<file path="config.mk">
export PLATFORM = sky130hd
export DESIGN_NAME = motor_command_packet_framer
export DESIGN_NICKNAME = d
export VERILOG_FILES = /design/src/rtl/core/mcpf_pkg.sv /design/src/rtl/core/mcpf_emitter.sv /design/src/rtl/core/motor_command_packet_framer.sv
export SDC_FILE = /design/constraint.sdc
export NUM_CORES = 1
export LEC_CHECK = 0
export BUFFER_PORTS_ARGS = -buffer_cell sky130_fd_sc_hd__clkbuf_2
export CORE_MARGIN = 2
export CORE_UTILIZATION = 35
export CTS_CLUSTER_DIAMETER = 30
export DETAILED_ROUTE_END_ITERATION = 8
export SYNTH_ARGS = -nofsm -noshare
export SYNTH_HDL_FRONTEND = slang
export SYNTH_HIERARCHICAL = 1
export SYNTH_SLANG_ARGS = --single-unit
</file>
<file path="constraint.sdc">
create_clock -name clock -period 5.6 [get_ports clock]
set_input_delay 1.12 -clock clock [delete_from_list [all_inputs] [get_ports clock]]
set_output_delay 1.12 -clock clock [all_outputs]
set_load 0.1 [all_outputs]
</file>
<file path="src/rtl/core/mcpf_pkg.sv">
package mcpf_pkg;

   // field widths
   localparam int ByteWidth = 8;
   localparam int WordWidth = 32;
   localparam int CrcWidth  = 16;
   localparam int IdxWidth  = 5;
   localparam int SelWidth  = 3;

   // packet kinds
   typedef enum logic [1:0] {
      MODE_SPEED    = 2'd0,
      MODE_ENCODER  = 2'd1,
      MODE_POSITION = 2'd2,
      MODE_NONE     = 2'd3
   } mode_type;

   // position selector codes
   localparam logic [SelWidth-1:0] SEL_STEP   = 3'd5;
   localparam logic [SelWidth-1:0] SEL_OFFSET = 3'd6;

   // register indexes
   localparam logic [1:0] CSR_DEVICE_ADDRESS = 2'd0;
   localparam logic [1:0] CSR_INDEX_STEP     = 2'd1;
   localparam logic [1:0] CSR_INDEX_OFFSET   = 2'd2;

   // register reset values
   localparam logic [ByteWidth-1:0] DEVICE_ADDRESS_RESET = 8'd128;
   localparam logic [WordWidth-1:0] INDEX_STEP_RESET     = 32'hFFFF_F448;
   localparam logic [WordWidth-1:0] INDEX_OFFSET_RESET   = 32'hFFFF_F7EC;

   // packet layout
   localparam logic [IdxWidth-1:0]  LEN_SPEED       = 5'd5;
   localparam logic [IdxWidth-1:0]  LEN_ENCODER     = 5'd8;
   localparam logic [IdxWidth-1:0]  LEN_POSITION    = 5'd21;
   localparam logic [IdxWidth-1:0]  ENCODER_BASE    = 5'd2;
   localparam logic [IdxWidth-1:0]  POSITION_BASE   = 5'd14;
   localparam logic [IdxWidth-1:0]  BUFFER_IDX      = 5'd18;
   localparam logic [ByteWidth-1:0] BUFFER_BYTE     = 8'h01;
   localparam logic [ByteWidth-1:0] SPEED_MAX       = 8'd127;
   localparam logic [CrcWidth-1:0]  CRC_POLY        = 16'h1021;

   // one packet waiting to be sent
   typedef struct packed {
      mode_type               mode;
      logic [ByteWidth-1:0]   address;
      logic [ByteWidth-1:0]   command;
      logic [WordWidth-1:0]   payload;
   } frame_type;

   // byte offered by the emitter
   typedef struct packed {
      logic                   valid;
      logic                   last;
      logic [ByteWidth-1:0]   data;
   } emit_type;

   // fixed pot positions
   function automatic logic [WordWidth-1:0] fixed_position(input logic [SelWidth-1:0] sel);
      logic [WordWidth-1:0] pos;
      case (sel)
         3'd1:    pos = 32'd1000;
         3'd2:    pos = 32'd2000;
         3'd3:    pos = 32'd3000;
         3'd4:    pos = 32'd4000;
         default: pos = '0;
      endcase
      return pos;
   endfunction

   // speed clamped to 0..127
   function automatic logic [ByteWidth-1:0] clamp_speed(input logic [WordWidth-1:0] value);
      logic [ByteWidth-1:0] spd;
      if (value[WordWidth-1]) begin
         spd = '0;
      end else if (|value[WordWidth-2:7]) begin
         spd = SPEED_MAX;
      end else begin
         spd = {1'b0, value[6:0]};
      end
      return spd;
   endfunction

   // packet length per kind
   function automatic logic [IdxWidth-1:0] frame_length(input mode_type mode);
      logic [IdxWidth-1:0] len;
      case (mode)
         MODE_SPEED:   len = LEN_SPEED;
         MODE_ENCODER: len = LEN_ENCODER;
         default:      len = LEN_POSITION;
      endcase
      return len;
   endfunction

   // crc-16/xmodem over one byte, msb first
   function automatic logic [CrcWidth-1:0] crc16_byte(input logic [CrcWidth-1:0] crc_in,
                                                      input logic [ByteWidth-1:0] data);
      logic [CrcWidth-1:0] c;
      c = crc_in ^ {data, 8'h00};
      for (int k = 0; k < ByteWidth; k++) begin
         if (c[CrcWidth-1]) begin
            c = {c[CrcWidth-2:0], 1'b0} ^ CRC_POLY;
         end else begin
            c = {c[CrcWidth-2:0], 1'b0};
         end
      end
      return c;
   endfunction

endpackage

</file>
<file path="src/rtl/core/mcpf_emitter.sv">
module mcpf_emitter (
   input  logic                 clock,
   input  logic                 reset,
   input  logic                 load,
   input  mcpf_pkg::frame_type  frame_in,
   input  logic                 advance,
   output logic                 can_load,
   output mcpf_pkg::emit_type   emit
);

   logic                              busy_ff, busy_in;
   logic [mcpf_pkg::IdxWidth-1:0]     idx_ff, idx_in;
   logic [mcpf_pkg::CrcWidth-1:0]     crc_ff, crc_in;
   mcpf_pkg::frame_type               frame_ff, frame_in_r;

   logic [mcpf_pkg::IdxWidth-1:0]     len;
   logic [mcpf_pkg::IdxWidth-1:0]     rel_idx;
   logic [1:0]                        byte_sel;
   logic [mcpf_pkg::ByteWidth-1:0]    payload_byte;
   logic [mcpf_pkg::ByteWidth-1:0]    body_byte;
   logic [mcpf_pkg::ByteWidth-1:0]    byte_now;
   logic                              last_now;
   logic                              step;

   // frame length and position of the current byte
   assign len      = mcpf_pkg::frame_length(frame_ff.mode);
   assign last_now = (idx_ff == len - 5'd1);
   assign step     = busy_ff && advance;
   assign can_load = !busy_ff || (step && last_now);

   // big-endian word byte picked relative to the word start
   always_comb begin
      if (frame_ff.mode == mcpf_pkg::MODE_ENCODER) begin
         rel_idx = idx_ff - mcpf_pkg::ENCODER_BASE;
      end else begin
         rel_idx = idx_ff - mcpf_pkg::POSITION_BASE;
      end
      byte_sel = rel_idx[1:0];
      case (byte_sel)
         2'd0:    payload_byte = frame_ff.payload[31:24];
         2'd1:    payload_byte = frame_ff.payload[23:16];
         2'd2:    payload_byte = frame_ff.payload[15:8];
         default: payload_byte = frame_ff.payload[7:0];
      endcase
   end

   // body byte by packet kind
   always_comb begin
      case (frame_ff.mode)
         mcpf_pkg::MODE_SPEED: begin
            body_byte = frame_ff.payload[7:0];
         end
         mcpf_pkg::MODE_ENCODER: begin
            body_byte = payload_byte;
         end
         default: begin
            if (idx_ff == mcpf_pkg::BUFFER_IDX) begin
               body_byte = mcpf_pkg::BUFFER_BYTE;
            end else if (idx_ff >= mcpf_pkg::POSITION_BASE) begin
               body_byte = payload_byte;
            end else begin
               body_byte = '0;
            end
         end
      endcase
   end

   // header, body or crc
   always_comb begin
      if (idx_ff == 5'd0) begin
         byte_now = frame_ff.address;
      end else if (idx_ff == 5'd1) begin
         byte_now = frame_ff.command;
      end else if (last_now) begin
         byte_now = crc_ff[7:0];
      end else if (idx_ff == len - 5'd2) begin
         byte_now = crc_ff[15:8];
      end else begin
         byte_now = body_byte;
      end
   end

   assign emit.valid = busy_ff;
   assign emit.last  = last_now;
   assign emit.data  = byte_now;

   // next state
   always_comb begin
      busy_in    = busy_ff;
      idx_in     = idx_ff;
      crc_in     = crc_ff;
      frame_in_r = frame_ff;
      if (step) begin
         idx_in = idx_ff + 5'd1;
         // crc covers address through body, not its own two bytes
         if (idx_ff < len - 5'd2) begin
            crc_in = mcpf_pkg::crc16_byte(crc_ff, byte_now);
         end
         if (last_now) begin
            busy_in = 1'b0;
         end
      end
      if (load) begin
         busy_in    = 1'b1;
         idx_in     = '0;
         crc_in     = '0;
         frame_in_r = frame_in;
      end
   end

   always_ff @(posedge clock) begin
      if (reset) begin
         busy_ff <= 1'b0;
         idx_ff  <= '0;
      end else begin
         busy_ff <= busy_in;
         idx_ff  <= idx_in;
      end
      crc_ff   <= crc_in;
      frame_ff <= frame_in_r;
   end

   // byte index stays inside the packet
   a_idx_in_frame: assert property (@(posedge clock) disable iff (reset)
      busy_ff |-> (idx_ff < len))
      else $error("byte index past end of packet");

   // a new packet only replaces a finished one
   a_load_allowed: assert property (@(posedge clock) disable iff (reset)
      load |-> can_load)
      else $error("packet loaded over one still being sent");

   // a load always starts at the address byte
   a_load_starts: assert property (@(posedge clock) disable iff (reset)
      load |=> (busy_ff && idx_ff == 5'd0))
      else $error("loaded packet did not start at first byte");

endmodule

</file>
<file path="src/rtl/core/motor_command_packet_framer.sv">
// Motor command packet framer. Each request (mode, command, value, position
// selector) becomes one serial packet sent one byte per response: address,
// command, body, then CRC-16/XMODEM high byte first, with tlast on the CRC low
// byte. A speed packet is 5 bytes long, a set-encoder packet 8 and a position
// packet 21; the byte emitter sends exactly one byte per clock while the
// response side takes them. The next request is accepted in the cycle the
// last byte of the current packet moves into the output register, so packets
// follow each other with no gap. Mode 3 requests are taken and dropped. In
// position requests, step and offset selectors move the indexing position
// on accept. Registers should only be written while no packet is in flight.
module motor_command_packet_framer (
   input  logic        clock,
   input  logic        reset,
   input  logic        req_tvalid,
   output logic        req_tready,
   input  logic [39:0] req_tdata,   // command[7:0], value[39:8]
   input  logic [4:0]  req_tuser,   // mode[1:0], position_select[4:2]
   output logic        rsp_tvalid,
   input  logic        rsp_tready,
   output logic [7:0]  rsp_tdata,   // tx_byte[7:0]
   output logic        rsp_tlast,
   input  logic        csr_we,
   input  logic [1:0]  csr_index,
   input  logic [31:0] csr_wdata
);

   logic [mcpf_pkg::ByteWidth-1:0] device_address_ff, device_address_in;
   logic [mcpf_pkg::WordWidth-1:0] index_step_ff, index_step_in;
   logic [mcpf_pkg::WordWidth-1:0] index_offset_ff, index_offset_in;
   logic [mcpf_pkg::WordWidth-1:0] index_position_ff, index_position_in;
   logic                           rsp_tvalid_ff, rsp_tvalid_in;
   logic [mcpf_pkg::ByteWidth-1:0] rsp_tdata_ff, rsp_tdata_in;
   logic                           rsp_tlast_ff, rsp_tlast_in;

   mcpf_pkg::mode_type             req_mode;
   logic [mcpf_pkg::SelWidth-1:0]  req_select;
   logic [mcpf_pkg::ByteWidth-1:0] req_command;
   logic [mcpf_pkg::WordWidth-1:0] req_value;
   logic                           req_accept;
   logic                           index_update;
   logic [mcpf_pkg::WordWidth-1:0] pos_add;
   logic [mcpf_pkg::WordWidth-1:0] pos_sum;
   logic [mcpf_pkg::WordWidth-1:0] position;
   logic                           load;
   logic                           out_ready;
   logic                           can_load;
   mcpf_pkg::frame_type            frame;
   mcpf_pkg::emit_type             emit;

   // request fields
   assign req_mode    = mcpf_pkg::mode_type'(req_tuser[1:0]);
   assign req_select  = req_tuser[4:2];
   assign req_command = req_tdata[7:0];
   assign req_value   = req_tdata[39:8];
   assign req_tready  = can_load;
   assign req_accept  = req_tvalid && req_tready;
   assign load        = req_accept && (req_mode != mcpf_pkg::MODE_NONE);

   // indexing position arithmetic
   assign index_update = load && (req_mode == mcpf_pkg::MODE_POSITION) &&
                         ((req_select == mcpf_pkg::SEL_STEP) ||
                          (req_select == mcpf_pkg::SEL_OFFSET));
   assign pos_add = (req_select == mcpf_pkg::SEL_STEP) ? index_step_ff : index_offset_ff;
   assign pos_sum = index_position_ff + pos_add;

   // position to send
   always_comb begin
      if (req_select < mcpf_pkg::SEL_STEP) begin
         position = mcpf_pkg::fixed_position(req_select);
      end else if ((req_select == mcpf_pkg::SEL_STEP) ||
                   (req_select == mcpf_pkg::SEL_OFFSET)) begin
         position = pos_sum;
      end else begin
         position = '0;
      end
   end

   // packet handed to the emitter
   always_comb begin
      frame.mode    = req_mode;
      frame.address = device_address_ff;
      frame.command = req_command;
      case (req_mode)
         mcpf_pkg::MODE_SPEED:    frame.payload = {24'd0, mcpf_pkg::clamp_speed(req_value)};
         mcpf_pkg::MODE_ENCODER:  frame.payload = req_value;
         mcpf_pkg::MODE_POSITION: frame.payload = position;
         default:                 frame.payload = req_value;
      endcase
   end

   mcpf_emitter u_emitter (
      .clock    (clock),
      .reset    (reset),
      .load     (load),
      .frame_in (frame),
      .advance  (out_ready),
      .can_load (can_load),
      .emit     (emit)
   );

   // config and indexing position
   always_comb begin
      device_address_in = device_address_ff;
      index_step_in     = index_step_ff;
      index_offset_in   = index_offset_ff;
      index_position_in = index_position_ff;
      if (csr_we) begin
         case (csr_index)
            mcpf_pkg::CSR_DEVICE_ADDRESS: device_address_in = csr_wdata[7:0];
            mcpf_pkg::CSR_INDEX_STEP:     index_step_in     = csr_wdata;
            mcpf_pkg::CSR_INDEX_OFFSET:   index_offset_in   = csr_wdata;
            default: ;
         endcase
      end
      if (index_update) begin
         index_position_in = pos_sum;
      end
   end

   // output register
   assign out_ready = !rsp_tvalid_ff || rsp_tready;

   always_comb begin
      rsp_tvalid_in = rsp_tvalid_ff;
      rsp_tdata_in  = rsp_tdata_ff;
      rsp_tlast_in  = rsp_tlast_ff;
      if (out_ready) begin
         rsp_tvalid_in = emit.valid;
         rsp_tdata_in  = emit.data;
         rsp_tlast_in  = emit.last;
      end
   end

   always_ff @(posedge clock) begin
      if (reset) begin
         device_address_ff <= mcpf_pkg::DEVICE_ADDRESS_RESET;
         index_step_ff     <= mcpf_pkg::INDEX_STEP_RESET;
         index_offset_ff   <= mcpf_pkg::INDEX_OFFSET_RESET;
         index_position_ff <= '0;
         rsp_tvalid_ff     <= 1'b0;
      end else begin
         device_address_ff <= device_address_in;
         index_step_ff     <= index_step_in;
         index_offset_ff   <= index_offset_in;
         index_position_ff <= index_position_in;
         rsp_tvalid_ff     <= rsp_tvalid_in;
      end
      rsp_tdata_ff <= rsp_tdata_in;
      rsp_tlast_ff <= rsp_tlast_in;
   end

   assign rsp_tvalid = rsp_tvalid_ff;
   assign rsp_tdata  = rsp_tdata_ff;
   assign rsp_tlast  = rsp_tlast_ff;

   // indexing position moves only on step or offset requests
   a_index_hold: assert property (@(posedge clock) disable iff (reset)
      !index_update |=> $stable(index_position_ff))
      else $error("indexing position changed without a step or offset request");

   // every framed request starts a packet with the address byte
   a_packet_starts: assert property (@(posedge clock) disable iff (reset)
      load |=> (emit.valid && !emit.last && emit.data == $past(device_address_ff)))
      else $error("packet did not start with device address");

   // a dropped request leaves the emitter idle
   a_drop_idle: assert property (@(posedge clock) disable iff (reset)
      (req_accept && req_mode == mcpf_pkg::MODE_NONE && !emit.valid) |=> !emit.valid)
      else $error("unused mode produced output");

endmodule
</file>
==> results of run 1 <==
through the flow:
stage / utilization / worst slack [ps] / total power, uW / hold WS, ps
6_report: 0.402 / 1080 / 3550 / 435
3_3_place_gp: 0.382 / 822 / 2360 / 417
2_1_floorplan: - / 464 / 2160 / 408
3_5_place_dp: 0.382 / 654 / 2360 / 416
4_1_cts: 0.402 / 1090 / 3570 / 437
5_1_grt: 0.402 / 836 / 3710 / 456
registers in the layout (all words and copies together) (netlist names):
| signal | count |
|---|---|
| index_position_ff | 32 |
| u_emitter/busy_ff | 1 |
| u_emitter/frame_ff | 50 |
| rsp_tvalid | 1 |
| index_offset_ff | 32 |
| device_address_ff | 8 |
| u_emitter/crc_ff | 16 |
| u_emitter/idx_ff | 5 |
| index_step_ff | 32 |
| rsp_tdata | 8 |
| rsp_tlast | 1 |
where the power goes:
part | leakage, uW | total, uW | switching [uW] | internal (uW)
Sequential | 0.00161 | 1570 | 75.1 | 1500
Clock | 0.000290 | 1210 | 602 | 609
Combinational | 0.00313 | 764 | 496 | 268
worst max-delay path, delay by kind of cell:
kind	cells	cell delay [ps]
buffers and inverters	2	490
AO/OA/AOI/OAI	5	1320
AND/OR/NAND/NOR	6	1120
adder cells (fa/ha/maj)	2	640
synth_stat cells (4+ instances only):
library cell    n
edfxtp_1       59
a31oi_1         9
a21oi_1        92
nor3_1         16
nand4_1        17
or3_1           8
dfxtp_1       127
nor2b_1         6
nand2b_1        9
ha_1           44
nor4_1         15
xor2_1         23
o21ai_1         6
inv_1          16
maj3_1          4
nor2_1         76
a221oi_1        5
o31ai_1         5
a221o_1         6
a222oi_1        7
or4_1          11
buf_2          16
nand3_1        80
nor3b_1         7
o21ai_0        43
buf_4           4
xnor2_1        18
and3_1         13
a21o_1         14
mux2i_1        13
clkbuf_1       55
buf_6           5
a22oi_1         4
and2_1         12
a22o_1          6
nand2_1       311
a211o_1         7
a211oi_1       15
o21a_1          6
logic make-up after synthesis:
logic type      synth area share
simple gates               0.259
compound gates             0.188
flops                      0.404
buf+inv                   0.0427
fa+ha+maj                 0.0572
xor+xnor                  0.0367
mux                       0.0122
other cells             0.000351
metal layers:
layer | GRT usage | share of wire | wire, um | vias up
li1 | - | - | - | 4674
met1 | 0.271 | 0.48 | 14600 | 4416
met2 | 0.294 | 0.44 | 13300 | 267
met3 | 0.0251 | 0.049 | 1490 | 39
met4 | 0.0657 | 0.025 | 752 | 0
met5 | 0 | 0 | 0 | -
layout make-up:
type | count | area share
timing repair buffer | 108 | 0.0481
sequential | 186 | 0.360
antenna | 2 | 0.000418
tap | 390 | 0.0408
inverter | 19 | 0.00596
multi-input combinational | 992 | 0.495
clock inverter | 14 | 0.0124
clock buffer | 18 | 0.0367
worst paths after layout:
path / to / slack, ps / depth (start not counted)
min: u_emitter/frame_ff[42] / 440 / 0
min reg2reg: u_emitter/frame_ff[42] / 440 / 0
max reg2reg: u_emitter/crc_ff[7] / 1620 / 13
max: u_emitter/frame_ff[26] / 1080 / 15
==> impl_results.md, run 1 <==
* Main flop type after synthesis: dfxtp_1
* Final hold violation count at 0
* Post-DRT Antenna Nets at 0
* Initial Utilization at 0.358
* Layout cells sized above 1 at 0.136
* Clk sinks at about 190
* Multi-input logic area at 5930 um2
* Max frequency at 221 MHz
* Setup repair bufs after CTS at 0
* Clk buf depth at 2
* Most common cell after layout, fill and taps aside: nand2_1
* CTS tree: yes
* Hold Path Class: reg2reg
* Share of the synthesized area in the top cell type at 0.238
* Post-DP Area at 11400 um2
* Die width at roughly 180 um
* Cell taking the most area after synthesis: dfxtp_1
* Core area at between 20000 and 30000 um2
* Max incr delay on CP at 420 ps
* Clock latency on the worst-skew pair at 440 ps
* Crit end category: flop
* Hold_buf cts at 0
* Die Ht at 179 um
* Num CTS Buffers at 17
* FP Rows at 63
* Clock Tree Root: clkbuf_16
* All-Layer GR Usage at 0.190
* Pwr Density at 297 nW/um2
* DR WL/cell at 17.4 um
* Yosys cell types at between 90 and 100
* Max-cap violation count at 0
* Worst R2R Start: u_emitter/frame_ff[49]
* Overflow after GRT at 0
* Syn Nets at approximately 1400
* Initial DRT Pass Iterations at 5
* # resized after CTS at 0
* Outcome: complete, no violations
* Commonest cells after routing, fill and taps aside: nand2_1, dfxtp_1, clkbuf_2, a21oi_1, nand3_1
* Worst Setup SP: req_tuser[4]
* Crit path DAT at 4700 ps
* P&R area growth vs syn at 12.2%
* Drt total wl at 30.1 mm
* Critical path peak fanout at 16
* RSZ-0062 raised after global routing: no
* Initial DRC count at 811
* DR DRC count at 0
* GPL Wtd Cong at 0.913
* Final Cell Area at 12000 um2
* Leakage at 0.00504 uW
* Mapped cell area at 10700 um2
* Clk_skew at 14.9 ps
* Yosys warns at 6
* DR vias at between 9000 and 10000
* I/O pins at 95
* Pin count of the biggest net entering global routing at 76
* Setup_tns at 0 ps
* FILL cells at 3045
* Avg Inst Size Synth at about 8.3 um2
* Total Nets Final at 1453
* Sequential cell area at 4310 um2
* Top cells by area, synth: dfxtp_1, edfxtp_1, nand2_1
* Vias per cell at 5.43
* Number of global-route vias before repair at around 8700
* Inst Count DP at 1695
* Hold Startpoint: device_address_ff[2]
* Die area at ~32000 um2
* Tcrit/Tclk final at 0.808
* Sequential-to-total area share from yosys stat at 0.404
* Post-synth ARST share at 0
* Final number of max-transition violations at 0
* CP max stage cell: a221oi_2
* Final setup violation count at 0
* Peak VDD IR at 217 uV
* Startpoint types: input pin
* Post-Syn Instances at 1280
* Tmin final at 4520 ps
* Clk slew on worst S/H paths at 70 ps
* Dpl hpwl at 22.2 mm
* Htree depth at 4
* Global-route wire length before repair at 47.7 mm
* CP required at 5780 ps
* Post-synthesis register bit count at 186
* Critical path class: in2reg
* Initial antenna violation count at 2
* Worst-margin pin slew at 1020 ps
* Most frequent CP cell: nand2_1
* Rel. slew slack at 0.314
* Worst-path cell chain: clkbuf_2 > nand2_1 > or2_1 > inv_1 > nand2_1 > nand2_1 > ha_1 > fa_1 > a21o_1 > a221oi_2 > o21ai_4 > a31oi_4 > a21bo_1 > nor4_1 > or3_1
* Number of enable flip-flop cells after synthesis at slightly below 60
* Post-route insts no fill at 1729
* Port bufs at 94
(Power assumes the default switching activity.)
==> run 2, diff against run 1 <==
==> constraint.sdc (replaced) <==
create_clock -name clock -period 4.5 [get_ports clock]
set_input_delay 0.9 -clock clock [delete_from_list [all_inputs] [get_ports clock]]
set_output_delay 0.9 -clock clock [all_outputs]
set_load 0.1 [all_outputs]
==> run 2 against run 1 <==
Compared with the run above:
- global-route usage increased by 0.40 points
- critical path type is now reg2out
- design area increased by 0.84%
- critical path depth decreased by 7
- register-to-register slack got worse by 730 ps
- utilization increased by 0.34 points
- combinational power increased by 26%
- worst setup slack got worse by 490 ps
- clock power increased by 26%
- power increased by 25%
- routed wire length about the same
- critical endpoint is now req_tready
- non-clock buffer count increased by 11
- count of clock-buffer cells in the layout increased by 1
==> impl_results.md, run 2 (synthesis results as in run 1) <==
* DR vias at between 9000 and 10000
* Critical path peak fanout at 7
* Final number of max-transition violations at 0
* Clk buf depth at 2
* Pin count of the biggest net entering global routing at 73
* Clk slew on worst S/H paths at 80 ps
* Setup repair bufs after CTS at 0
* Final hold violation count at 0
* Layout cells sized above 1 at 0.142
* Drt total wl at 30.2 mm
* I/O pins at 95
* Rel. slew slack at 0.271
* RSZ-0062 raised after global routing: no
* CP max stage cell: edfxtp_1
* Tmin final at 3910 ps
* Pwr Density at 369 nW/um2
* Die width at between 150 and 200 um
* WP buf/inv at 2
* Met1 Use GR at 0.280
* Crit end category: output pin
* Total Nets Final at 1464
* CTS tree: yes
* Crit path DAT at 3010 ps
* Worst-margin pin slew at 1090 ps
* Final Util at 0.405
* Largest reg by FF count: u_emitter/frame_ff
* Crit-path leading delay family: simple AND/OR/NAND/NOR gates
* Port bufs at 94
* All-Layer GR Usage at 0.194
* Initial Utilization at 0.358
* Reg2Reg Depth at 13
* FP Rows at 63
* Critical path class: reg2out
* Vias per cell at 5.48
* P&R area growth vs syn at 13.1%
* Hold Path Class: reg2reg
* DR WL/cell at 17.4 um
* CP required at 3600 ps
* Num CTS Buffers at 17
* Initial antenna violation count at 0
* Number of cells on the worst hold path at 0
* Hold Startpoint: device_address_ff[5]
* Sequential cell area at 4310 um2
* Setup_tns at 0 ps
* Leakage at 0.00510 uW
* Clk_skew at 12.1 ps
* Global-route wire length before repair at 48.3 mm
* DR DRC count at 0
* Most common cell after layout, fill and taps aside: nand2_1
* # resized after CTS at 0
* Worst R2R Start: u_emitter/frame_ff[49]
* Startpoint types: flop
* Die Ht at 179 um
* Outcome: complete, no violations
* Max-cap violation count at 0
* Tcrit/Tclk final at 0.870
* Reg-to-reg endpoint: u_emitter/crc_ff[7]
* Clock Tree Root: clkbuf_16
* Global routing usage on met2 at 0.290
* Commonest cells after routing, fill and taps aside: nand2_1, dfxtp_1, clkbuf_2, a21oi_1, nand3_1
* Overflow after GRT at 0
* Hold Path End: u_emitter/frame_ff[45]
* Routing usage on met3 at 0.0283
* Multi-input logic area at just under 6000 um2
* FF-to-FF setup slack at 890 ps
* Number of global-route vias before repair at 8921
* Final setup violation count at 0
* Most frequent CP cell: nand2_1
* Max incr delay on CP at 460 ps
* Initial DRT Pass Iterations at 5
* Dpl hpwl at 22.5 mm
* Initial DRC count at 955
* Most used routing layer: met2
* Post-DRT Antenna Nets at 0
* Core area at 29800 um2
* Max frequency at 256 MHz
* GPL Wtd Cong at 0.943
* Worst-path cell chain: nand2b_4 > ha_1 > nor3_2 > nand2_1 > inv_1 > nand2_1 > nand2_2 > clkbuf_2
* Clk sinks at ~190
* Power Total at 4450 uW
* Ant. Diodes at 0
* Peak VDD IR at 251 uV
* Die area at 31900 um2
* Hold_buf cts at 0
* Clock latency on the worst-skew pair at 440 ps
* Max reg flops at 50
* FILL cells at 3040
* Htree depth at 4
==> run 2: cell types whose count changed in the layout (fill, tap and decap cells not counted), moves of 2 or more <==
cell	change
buf_4	+9
buf_12	+2
clkinv_8	-2
diode_2	-2
==> run 2: worst max-delay path by stage <==
stage / slack [ps] / depth (start not counted) / start / to
3_3_place_gp: 360 / 14 / req_tuser[4] / u_emitter/frame_ff[26]
5_1_grt: 410 / 8 / u_emitter/frame_ff[49] / req_tready
2_1_floorplan: 210 / 14 / u_emitter/frame_ff[49] / index_position_ff[15]
6_report: 590 / 8 / u_emitter/frame_ff[49] / req_tready
3_5_place_dp: 280 / 15 / req_tuser[4] / u_emitter/frame_ff[26]
4_1_cts: 550 / 8 / u_emitter/frame_ff[49] / req_tready
==> run 2: report_power, final <==
part           switching, uW  total [uW]  internal [uW]  leakage (uW)
Sequential              96.2        1960           1870       0.00161
Clock                    718        1530            811      0.000293
Combinational            618         961            343       0.00319
Total                   1430        4450           3020       0.00510
==> run 2: stage by stage <==
step / area, um2 / instances / hold WS [ps] / setup slack (ps)
after floorplan: 10700 / 1280 / 408 / 209
after global placement: 11500 / 1706 / 423 / 359
after detailed placement: 11500 / 1706 / 418 / 279
after CTS: 12100 / 1738 / 434 / 553
after global routing: 12100 / 1738 / 447 / 412
final: 12100 / 1738 / 433 / 587
==> run 2: per-layer routing <==
metal	wire length (um)	vias to the layer above
li1	-	4691
met1	14600	4505
met2	13200	283
met3	1470	46
met4	934	0
met5	0	-
==> run 2: layout make-up <==
type	instances	area share
multi-input cells	992	0.491
clock inverters	13	0.0112
clock buffers	19	0.0375
well taps	390	0.0404
repair buffers	119	0.0566
inverters	19	0.00591
flip-flops and latches	186	0.357
